==> config.mk <==
export PLATFORM = sky130hd
export DESIGN_NAME = fall_detector_with_recovery_watchdog
export DESIGN_NICKNAME = d
export VERILOG_FILES = /design/src/hw/rtl/fdw_pkg.sv /design/src/hw/rtl/fdw_front.sv /design/src/hw/rtl/fdw_queue.sv /design/src/hw/rtl/fdw_back.sv /design/src/hw/rtl/fall_detector_with_recovery_watchdog.sv
export SDC_FILE = /design/constraint.sdc
export NUM_CORES = 2
export LEC_CHECK = 0
export BUFFER_PORTS_ARGS = -buffer_cell sky130_fd_sc_hd__buf_2
export CAP_MARGIN = 10
export CORE_AREA = 2 2 256 258
export DETAILED_ROUTE_END_ITERATION = 10
export DIE_AREA = 0 0 258 260
export PLACE_DENSITY = 0.83
export SYNTH_ARGS = -nofsm -noshare
export SYNTH_HDL_FRONTEND = slang
export SYNTH_SLANG_ARGS = --single-unit
export TNS_END_PERCENT = 30
==> constraint.sdc <==
create_clock -name clk_i -period 5.4 [get_ports clk_i]
set_clock_uncertainty 0.05 [all_clocks]
set_input_delay 0.81 -clock clk_i [delete_from_list [all_inputs] [get_ports clk_i]]
set_output_delay 0.81 -clock clk_i [all_outputs]
set_load 0.005 [all_outputs]
==> src/hw/rtl/fdw_pkg.sv <==
`timescale 1ns / 1ps
// shared types and constants of the fall detector with recovery watchdog
package fdw_pkg;

  localparam int unsigned QueueDepth = 4;
  localparam int unsigned QPtrW      = $clog2(QueueDepth);
  localparam int unsigned QLvlW      = $clog2(QueueDepth + 1);

  localparam logic [7:0]  RunMax   = 8'hFF;
  localparam logic [23:0] MsMax    = 24'hFF_FFFF;

  localparam logic [31:0] SpikeReset    = 32'd104857600;
  localparam logic [31:0] BandHighReset = 32'd28353495;
  localparam logic [31:0] BandLowReset  = 32'd8220835;
  localparam logic [7:0]  MovesReset    = 8'd5;
  localparam logic [23:0] LimitReset    = 24'd30000;

  typedef enum logic [2:0] {
    IDX_SPIKE_LEVEL = 3'd0,
    IDX_BAND_HIGH   = 3'd1,
    IDX_BAND_LOW    = 3'd2,
    IDX_MOVES       = 3'd3,
    IDX_LIMIT       = 3'd4
  } cfg_idx_e;

  typedef struct packed {
    logic [31:0] spike_level_sq;
    logic [31:0] band_high_sq;
    logic [31:0] band_low_sq;
    logic [7:0]  moves_to_clear;
    logic [23:0] no_recovery_limit_ms;
  } cfg_t;

  // classified word handed from front to back
  typedef struct packed {
    logic tick;
    logic spike;
    logic move;
  } cls_t;

  // magnitude of a signed q4.12 axis, 0..32768 fits in 16 bits
  function automatic logic [15:0] axis_mag(input logic [15:0] v);
    logic [15:0] neg;
    neg = ~v + 16'd1;
    return v[15] ? neg : v;
  endfunction

endpackage

==> src/hw/rtl/fdw_front.sv <==
`timescale 1ns / 1ps
// front end: squares the axes, sums and classifies each word
module fdw_front import fdw_pkg::*; (
  input  logic              clk_i,
  input  logic              rst_ni,
  input  cfg_t              cfg_i,
  input  logic              in_valid_i,
  output logic              in_stall_o,
  input  logic              action_i,
  input  logic signed [15:0] accel_x_i,
  input  logic signed [15:0] accel_y_i,
  input  logic signed [15:0] accel_z_i,
  input  logic [QLvlW-1:0]  q_level_i,
  output logic              push_o,
  output cls_t              push_word_o
);

  logic        sq_valid_q;
  logic        tick_q;
  logic [31:0] sq_x_q, sq_y_q, sq_z_q;
  logic [15:0] mag_x, mag_y, mag_z;
  logic [31:0] mag_sq;
  logic        accept;

  // reserve a queue slot for the word in the square stage
  assign in_stall_o = (QLvlW'(sq_valid_q) + q_level_i) >= QLvlW'(QueueDepth);
  assign accept     = in_valid_i && !in_stall_o;

  assign mag_x = axis_mag(accel_x_i);
  assign mag_y = axis_mag(accel_y_i);
  assign mag_z = axis_mag(accel_z_i);

  always_ff @(posedge clk_i or negedge rst_ni) begin
    if (!rst_ni) begin
      sq_valid_q <= 1'b0;
    end else begin
      sq_valid_q <= accept;
    end
  end

  always_ff @(posedge clk_i) begin
    if (accept) begin
      tick_q <= action_i;
      sq_x_q <= 32'(mag_x) * 32'(mag_x);
      sq_y_q <= 32'(mag_y) * 32'(mag_y);
      sq_z_q <= 32'(mag_z) * 32'(mag_z);
    end
  end

  // at most 3 * 2^30, no carry out of 32 bits
  assign mag_sq = sq_x_q + sq_y_q + sq_z_q;

  assign push_o            = sq_valid_q;
  assign push_word_o.tick  = tick_q;
  assign push_word_o.spike = mag_sq > cfg_i.spike_level_sq;
  assign push_word_o.move  = (mag_sq > cfg_i.band_high_sq) || (mag_sq < cfg_i.band_low_sq);

endmodule

==> src/hw/rtl/fdw_queue.sv <==
`timescale 1ns / 1ps
// short word queue between the front and back ends
module fdw_queue import fdw_pkg::*; (
  input  logic             clk_i,
  input  logic             rst_ni,
  input  logic             push_i,
  input  cls_t             push_word_i,
  input  logic             pop_i,
  output logic             empty_o,
  output cls_t             head_o,
  output logic [QLvlW-1:0] level_o
);

  cls_t             slots_q [QueueDepth];
  logic [QPtrW-1:0] wr_ptr_q, rd_ptr_q;
  logic [QLvlW-1:0] level_q;

  assign empty_o = (level_q == '0);
  assign head_o  = slots_q[rd_ptr_q];
  assign level_o = level_q;

  always_ff @(posedge clk_i or negedge rst_ni) begin
    if (!rst_ni) begin
      wr_ptr_q <= '0;
      rd_ptr_q <= '0;
      level_q  <= '0;
    end else begin
      if (push_i) wr_ptr_q <= wr_ptr_q + QPtrW'(1);
      if (pop_i) rd_ptr_q <= rd_ptr_q + QPtrW'(1);
      if (push_i && !pop_i) begin
        level_q <= level_q + QLvlW'(1);
      end else if (pop_i && !push_i) begin
        level_q <= level_q - QLvlW'(1);
      end
    end
  end

  always_ff @(posedge clk_i) begin
    if (push_i) slots_q[wr_ptr_q] <= push_word_i;
  end

  a_no_overflow: assert property (@(posedge clk_i) disable iff (!rst_ni)
    push_i |-> (level_q != QLvlW'(QueueDepth)) || pop_i)
    else $error("queue push while full");

  a_no_underflow: assert property (@(posedge clk_i) disable iff (!rst_ni)
    pop_i |-> !empty_o)
    else $error("queue pop while empty");

  a_level_bound: assert property (@(posedge clk_i) disable iff (!rst_ni)
    level_q <= QLvlW'(QueueDepth))
    else $error("queue level out of range");

endmodule

==> src/hw/rtl/fdw_back.sv <==
`timescale 1ns / 1ps
// back end: fall state, recovery run, elapsed time and the result register
module fdw_back import fdw_pkg::*; (
  input  logic clk_i,
  input  logic rst_ni,
  input  cfg_t cfg_i,
  input  logic q_empty_i,
  input  cls_t q_head_i,
  output logic pop_o,
  output logic out_valid_o,
  input  logic out_stall_i,
  output logic fall_flag_o,
  output logic watchdog_expired_o
);

  logic        armed_q, armed_d;
  logic [7:0]  run_q, run_d;
  logic [23:0] since_q, since_d;
  logic        out_valid_q;
  logic        fall_q, wd_q;

  assign pop_o = !q_empty_i && (!out_valid_q || !out_stall_i);

  always_comb begin
    armed_d = armed_q;
    run_d   = run_q;
    since_d = since_q;
    if (q_head_i.tick) begin
      if (since_q != MsMax) since_d = since_q + 24'd1;
    end else begin
      if (q_head_i.spike && !armed_q) begin
        armed_d = 1'b1;
        since_d = '0;
        run_d   = '0;
      end
      if (armed_d) begin
        if (q_head_i.move) begin
          if (run_d != RunMax) run_d = run_d + 8'd1;
        end else begin
          run_d = '0;
        end
        if (run_d >= cfg_i.moves_to_clear) begin
          armed_d = 1'b0;
          run_d   = '0;
        end
      end
    end
  end

  always_ff @(posedge clk_i or negedge rst_ni) begin
    if (!rst_ni) begin
      armed_q     <= 1'b0;
      run_q       <= '0;
      since_q     <= '0;
      out_valid_q <= 1'b0;
    end else begin
      if (pop_o) begin
        armed_q <= armed_d;
        run_q   <= run_d;
        since_q <= since_d;
      end
      if (pop_o) begin
        out_valid_q <= 1'b1;
      end else if (!out_stall_i) begin
        out_valid_q <= 1'b0;
      end
    end
  end

  always_ff @(posedge clk_i) begin
    if (pop_o) begin
      fall_q <= armed_d;
      wd_q   <= armed_d && (since_d > cfg_i.no_recovery_limit_ms);
    end
  end

  assign out_valid_o        = out_valid_q;
  assign fall_flag_o        = fall_q;
  assign watchdog_expired_o = wd_q;

  a_wd_needs_fall: assert property (@(posedge clk_i) disable iff (!rst_ni)
    out_valid_o && watchdog_expired_o |-> fall_flag_o)
    else $error("watchdog reported without an active fall");

  a_idle_run_zero: assert property (@(posedge clk_i) disable iff (!rst_ni)
    !armed_q |-> run_q == '0)
    else $error("movement run nonzero while no fall is armed");

  a_since_saturates: assert property (@(posedge clk_i) disable iff (!rst_ni)
    pop_o && q_head_i.tick && since_q == MsMax |=> since_q == MsMax)
    else $error("elapsed time wrapped");

endmodule

==> src/hw/rtl/fall_detector_with_recovery_watchdog.sv <==
`timescale 1ns / 1ps
// top level of the fall detector with recovery watchdog
//
// input channel: in_valid_i / in_stall_o carry one word per accepted edge,
// either an accelerometer sample (action_i low, signed q4.12 axes) or a
// one millisecond tick (action_i high, axes ignored)
// output channel: out_valid_o / out_stall_i carry one result word per input
// word, in order: fall_flag_o and watchdog_expired_o after that word
// configuration: cfg_valid_i / cfg_ready_o with cfg_index_i and cfg_data_i;
// ready is always high, unknown indexes are dropped, the user must write
// only while no words are in flight; the block does not enforce it
// path from input accept to result valid: square register loaded at the
// accept edge, then queue write, then state update into the result register
// throughput: one word per cycle while the receiver does not stall, set by
// the state update in the back end; the front stalls once the square stage
// and the four-entry queue together hold four words
// reset: fall state, run and elapsed time clear, registers take their
// defaults, queue and result register empty
// when the receiver stalls, the result holds, the back end stops popping
// and the queue absorbs words until the front raises in_stall_o
module fall_detector_with_recovery_watchdog import fdw_pkg::*; (
  input  logic               clk_i,
  input  logic               rst_ni,
  input  logic               in_valid_i,
  output logic               in_stall_o,
  input  logic               action_i,
  input  logic signed [15:0] accel_x_i,
  input  logic signed [15:0] accel_y_i,
  input  logic signed [15:0] accel_z_i,
  output logic               out_valid_o,
  input  logic               out_stall_i,
  output logic               fall_flag_o,
  output logic               watchdog_expired_o,
  input  logic               cfg_valid_i,
  output logic               cfg_ready_o,
  input  logic [2:0]         cfg_index_i,
  input  logic [31:0]        cfg_data_i
);

  cfg_t             cfg_q;
  logic             push;
  cls_t             push_word;
  logic             pop;
  logic             q_empty;
  cls_t             q_head;
  logic [QLvlW-1:0] q_level;

  // register file, always ready
  assign cfg_ready_o = 1'b1;

  always_ff @(posedge clk_i or negedge rst_ni) begin
    if (!rst_ni) begin
      cfg_q.spike_level_sq       <= SpikeReset;
      cfg_q.band_high_sq         <= BandHighReset;
      cfg_q.band_low_sq          <= BandLowReset;
      cfg_q.moves_to_clear       <= MovesReset;
      cfg_q.no_recovery_limit_ms <= LimitReset;
    end else if (cfg_valid_i) begin
      case (cfg_index_i)
        IDX_SPIKE_LEVEL: cfg_q.spike_level_sq       <= cfg_data_i;
        IDX_BAND_HIGH:   cfg_q.band_high_sq         <= cfg_data_i;
        IDX_BAND_LOW:    cfg_q.band_low_sq          <= cfg_data_i;
        IDX_MOVES:       cfg_q.moves_to_clear       <= cfg_data_i[7:0];
        IDX_LIMIT:       cfg_q.no_recovery_limit_ms <= cfg_data_i[23:0];
        default:         ;
      endcase
    end
  end

  // squares and threshold compares
  fdw_front u_front (
    .clk_i       (clk_i),
    .rst_ni      (rst_ni),
    .cfg_i       (cfg_q),
    .in_valid_i  (in_valid_i),
    .in_stall_o  (in_stall_o),
    .action_i    (action_i),
    .accel_x_i   (accel_x_i),
    .accel_y_i   (accel_y_i),
    .accel_z_i   (accel_z_i),
    .q_level_i   (q_level),
    .push_o      (push),
    .push_word_o (push_word)
  );

  // decouples the classifier from the state update
  fdw_queue u_queue (
    .clk_i       (clk_i),
    .rst_ni      (rst_ni),
    .push_i      (push),
    .push_word_i (push_word),
    .pop_i       (pop),
    .empty_o     (q_empty),
    .head_o      (q_head),
    .level_o     (q_level)
  );

  // fall state machine and result register
  fdw_back u_back (
    .clk_i              (clk_i),
    .rst_ni             (rst_ni),
    .cfg_i              (cfg_q),
    .q_empty_i          (q_empty),
    .q_head_i           (q_head),
    .pop_o              (pop),
    .out_valid_o        (out_valid_o),
    .out_stall_i        (out_stall_i),
    .fall_flag_o        (fall_flag_o),
    .watchdog_expired_o (watchdog_expired_o)
  );

endmodule

; Word level (Yosys, flattened, before mapping)
; Memory sizes are Yosys's and may differ from the RTL's.
; Cells that the tools add are included.
[totals]
register_bits = 269
ram_bits = 12
inputBits = 89
output_inout_bits = 5
elab_cells = 101
n_memories = 1
[mem_list]
columns = name, depth, width, read_ports, rd_ports_with_merged_regs, wr, line
row1 = u_queue.slots_q, 4, 3, 1, 0, 1, fdw_queue.sv:14  ; cls_t slots_q [QueueDepth];
[classes]
n_addsub = 12
n_mul = 3
order_cmp = 6
n_eq_ne = 7
muxes = 25
bitwise = 4
reduce_logical = 24
[op_table]
columns = operator, n
row1 = 16-bit by 16-bit multiplier with 32-bit output, 3
row2 = 24-bit 2-to-1 mux, 3
row3 = 32-bit adder, 2
row4 = 32-bit > comparator, 2
row5 = 8-bit 2-to-1 mux, 8
row6 = "16-bit by 1-bit adder with 16-bit output, second input constant", 3
row7 = 16-bit 2-to-1 mux, 3
row8 = 16-bit inverter, 3
row9 = 32-bit < comparator, 1
row10 = "24-bit by 1-bit adder with 24-bit output, second input constant", 1
row11 = 24-bit > comparator, 1
row12 = "24-bit != test, second input constant", 1
row13 = 2-bit AND reduction, 6
row14 = 1-bit 2-to-1 mux, 9
row15 = "8-bit by 1-bit adder with 8-bit output, second input constant", 1
row16 = 8-bit >= comparator, 1
row17 = "8-bit != test, second input constant", 1
row18 = 1-bit logical NOT, 7
row19 = "3-bit by 2-bit == test with 1-bit output, second input constant", 2
row20 = 1-bit logical AND, 6
row21 = 3-bit logical NOT, 2
row22 = 3-bit 2-to-1 mux, 2
row23 = "2-bit by 1-bit adder with 2-bit output, second input constant", 2
row24 = 1-bit by 3-bit adder with 3-bit output, 1
row25 = other kinds (9), 10

; Depth between registers and ports, before layout
[depth]
word_depth = 14
mapped_depth = 30
ltp_nobuf = 29

; By module
; From an unflattened synthesis, not the netlist that was laid out.
[unflattened]
hier_cells = 3927
area_unflattened_um2 = 38201.6
[modules_own_cells]
columns = mod, n_inst, cells_each, area_per_inst_um2, seq_area_each_um2
row1 = fdw_front, 1, 3188, 29084.1, 2847.7
row2 = fall_detector_with_recovery_watchdog, 1, 277, 4906.0, 3251.9
row3 = fdw_back, 1, 413, 3389.5, 910.9
row4 = fdw_queue, 1, 49, 822.0, 535.5

; Worst setup path before layout
; Ideal clock, no wire load.
[synth_timing]
path_type = input to register
start = input port accel_z_i[0]
end = register u_front.sq_z_q[29] (data pin)
setup_ns = 0.180
arrival_time_ns = 8.018
required_ns = 5.170
path_slack_ns = -2.848
stages = 30
n_path_buf = 2
path_cell_list = inv_1 > clkbuf_1 > ha_1 > nand2b_1 > or3_1 > o31ai_1 > xor2_1 > inv_1 > clkbuf_1 > nand2_1 > inv_1 > fa_1 > inv_1 > fa_1 > inv_1 > fa_1 > fa_1 > fa_1 > inv_1 > fa_1 > inv_1 > ha_1 > a21oi_1 > nand2_1 > a211oi_1 > nor3_1 > or3_1 > a31o_2 > and2_1 > o311ai_1
[synth_between]
elab_chain_len = 4
[synth_lines]
columns = element, line
row1 = "start, declared", fall_detector_with_recovery_watchdog.sv:29  ; input logic signed [15:0] accel_z_i,
row2 = 16-bit inverter, fdw_pkg.sv:44  ; neg = ~v + 16'd1;
row3 = 16-bit by 1-bit adder with 16-bit output, fdw_pkg.sv:44
row4 = 16-bit 2-to-1 mux *, fdw_pkg.sv:45  ; return v[15] ? neg : v;
row5 = 16-bit by 16-bit multiplier with 32-bit output *, fdw_front.sv:46  ; sq_z_q <= 32'(mag_z) * 32'(mag_z);
row6 = "end signal, assigned", fdw_front.sv:46
row7 = "end, declared", fdw_front.sv:20  ; logic [31:0] sq_x_q, sq_y_q, sq_z_q;
; Mark *: on every way between the ends. The rest lies on a longest branch, timed or not.
; A chain may end at the register's enable or synchronous reset.

; Worst setup path after layout
[layout_timing]
start = input port accel_y_i[5]
end = register u_front.sq_y_q[26] (data pin)
[layout_between]
elab_chain_len = 4
[layout_lines]
columns = element, line
row1 = "start, declared", fall_detector_with_recovery_watchdog.sv:28  ; input logic signed [15:0] accel_y_i,
row2 = 16-bit inverter, fdw_pkg.sv:44
row3 = 16-bit by 1-bit adder with 16-bit output, fdw_pkg.sv:44
row4 = 16-bit 2-to-1 mux *, fdw_pkg.sv:45
row5 = 16-bit by 16-bit multiplier with 32-bit output *, fdw_front.sv:45  ; sq_y_q <= 32'(mag_y) * 32'(mag_y);
row6 = "end signal, assigned", fdw_front.sv:45
row7 = "end, declared", fdw_front.sv:20
; Marked as above.

==> qor.csv <==
metric,value,unit
wl_met1,40100,µm
grt_pass1_wl,172000,µm
ys.flop_type,dfrtp_1,
dp_hpwl,79800,µm
ys_ff_latch,278,
fmax,0.129,GHz
insertion_delay,0.60,ns
antenna_left,0,
port_buffers,92,
dp_cells,5578,
wl_met2,57900,µm
die_w,258,µm
floorplan.initialDensity,0.586,
mostFrequentLayoutCells,"inv_1 (810), buf_4 (636), fa_1 (507)",
r2r-end,u_queue.slots_q[2][0],
placed_area,44100,µm²
routed-wl-met3,12100,µm
cts.htree.levels,1,
yosysWarnings,0,
die_y,260,µm
critical_path.max_fanout,5,
grt_max_degree,64,
routed_wl,120000,µm
syn_avg_cell_area,9.25,µm²
clock_sinks,278,
end_kind,flop,
synth_area,37600,µm²
grt_util_all_layers,0.318,
drc,0,
period_minus_slack,7.78,ns
fin_crit_sh,1.44,
setup_slack,-2.38,ns
cts.reportedPaths.clkPinSlew,0.06,ns
hold_viol_final,0,
cts_tree,built,
ys_types,79,
synthArstFlopShare,0.612,
finalNonFillerCells,5675,
seq_area_frac_synth,0.201,
dr.pass1.iters,9,
critPathRequiredTime,5.68,ns
core_area,64100,µm²
viasPerCell,6.01,
tightestPinTransition,0.962,ns
first_global_vias,35474,
synthCells,4061,
wire_per_inst,21.2,µm
critPathLaunchType,primary input,
worstPathArrival,8.06,ns
die_area,67100,µm²
vias,34121,
ctsHoldBuffers,0,
cap_violations,0,
root_buffer,clkbuf_16,
cts_inserted_buffers,29,
num_rows,93,
path_class,in2reg,
reg2reg_slack,-0.13,ns
clockBufferDepth,3,
synth_edf_count,108,
area_growth,24.8,%
min_path_type,in2async,
route.top_layer_used,met4,
layout_commonest_cell,inv_1,
drv_slew,0,
num_io_pins,94,
outcome,"complete, but fails checks",
rsz0062_at_grt,yes,
drive_gt1_frac,0.247,
crit_start,accel_y_i[5],
fin_area,46900,µm²
grt_overflow,0,
violations,negative setup slack,
reg2regPathDepth,18,
fillCellCount,3812,
gp_congestion,0.948,
nets,5860,
slew_headroom,0.357,
setup_viol,77,
reg2reg_from,u_front.sq_z_q[10],
drtIter0Drc,3843,
antenna_found_initial,3,
## Yosys cell counts (all sizes together), types with 29 or more instances
cell type	n	area share
a21oi	132	0.018
xor2	69	0.016
nand3	52	0.0069
nor2	272	0.028
clkbuf	81	0.0081
nand4	45	0.0075
dfrtp	131	0.087
xnor2	108	0.025
a21o	80	0.016
inv	851	0.085
nand2b	29	0.0048
ha	454	0.15
nor3	51	0.0069
edfxtp	108	0.086
fa	522	0.28
o21ai	233	0.031
dfstp	39	0.027
nand2	454	0.045
## worst max-delay path: stages
cell	delay, ns
buf_6	0.09
or4_4	0.56
or4_4	0.47
and2_1	0.21
xor2_2	0.19
inv_2	0.13
buf_4	0.17
nor2_4	0.12
fa_1	0.47
fa_1	0.53
inv_1	0.07
fa_1	0.44
inv_1	0.25
fa_1	0.52
fa_1	0.52
inv_1	0.08
fa_1	0.52
inv_1	0.09
ha_4	0.24
a21o_1	0.21
a221oi_4	0.36
o221ai_2	0.17
nand2_1	0.09
o41a_1	0.29
a31oi_4	0.15
a21oi_2	0.20
xnor2_1	0.11
## how the worst max path moves through the flow
stage | endpoint | cells after the start
after floorplan | u_front.sq_y_q[26] | 25
after detailed placement | u_front.sq_y_q[31] | 25
after global routing | u_front.sq_y_q[26] | 27
final | u_front.sq_y_q[26] | 27
after CTS | u_front.sq_y_q[26] | 26
after global placement | u_front.sq_y_q[29] | 27
## final cells by class
type / instances / area [µm²] / area share
clock inverter: 15 / 184 / 0.00392
inverter: 860 / 3250 / 0.0693
multi-input combinational: 2873 / 28500 / 0.607
sequential: 278 / 7550 / 0.161
clock buffer: 39 / 815 / 0.0174
tap: 855 / 1070 / 0.0228
antenna: 2 / 5.00 / 0.000107
timing repair buffer: 753 / 5560 / 0.119
## kinds of logic (layout without fill, tap and decap cells)
group | count (synthesis) | in the layout | share of synthesized area
xor+xnor | 177 | 177 | 0.0415
simple gates | 1023 | 1023 | 0.121
compound gates | 636 | 636 | 0.104
buf+inv | 945 | 1667 | 0.0947
other cells | 2 | 39 | 0.000200
flops | 278 | 278 | 0.201
fa+ha+maj | 976 | 976 | 0.429
mux | 24 | 24 | 0.00796
## flip-flops by register name, summed over array words and instances (netlist names)
signal	flops
cfg_q	128
u_front.sq_x_q	31
u_front.sq_y_q	31
u_front.sq_z_q	31
u_back.since_q	24
u_queue.slots_q	12
u_back.run_q	8
u_queue.level_o	3
u_queue.rd_ptr_q	2
u_queue.wr_ptr_q	2
u_back.armed_q	1
u_back.fall_flag_o	1
u_back.out_valid_o	1
u_back.watchdog_expired_o	1
u_front.push_o	1
u_front.tick_q	1
## repair_timing
item                       CTS  global route
gates resized for setup    163           147
setup endpoints to repair   73            82
pin swaps                  104            82
setup buffers               27            21
## metal layers
| layer | vias up | global-route usage |
|---|---|---|
| met3 | 944 | 0.0506 |
| met2 | 2446 | 0.571 |
| li1 | 14497 | - |
| met5 | - | 0 |
| met1 | 16234 | 0.367 |
| met4 | 0 | 0.163 |
## metrics by stage
step | setup slack [ns] | TNS [ns] | utilization | hold slack, ns
floorplan | -2.27 | -113.44 | - | 0.409
global placement | -2.58 | -135.71 | 0.689 | 0.416
detailed placement | -2.77 | -146.75 | 0.689 | 0.447
CTS | -1.79 | -86.39 | 0.718 | 0.127
global route | -2.63 | -128.57 | 0.731 | 0.148
finish | -2.38 | -110.93 | 0.731 | 0.117
Power is left out: the tool's default activity adds up to more than one toggle a clock period on the data nets, which glitch-free logic cannot reach.
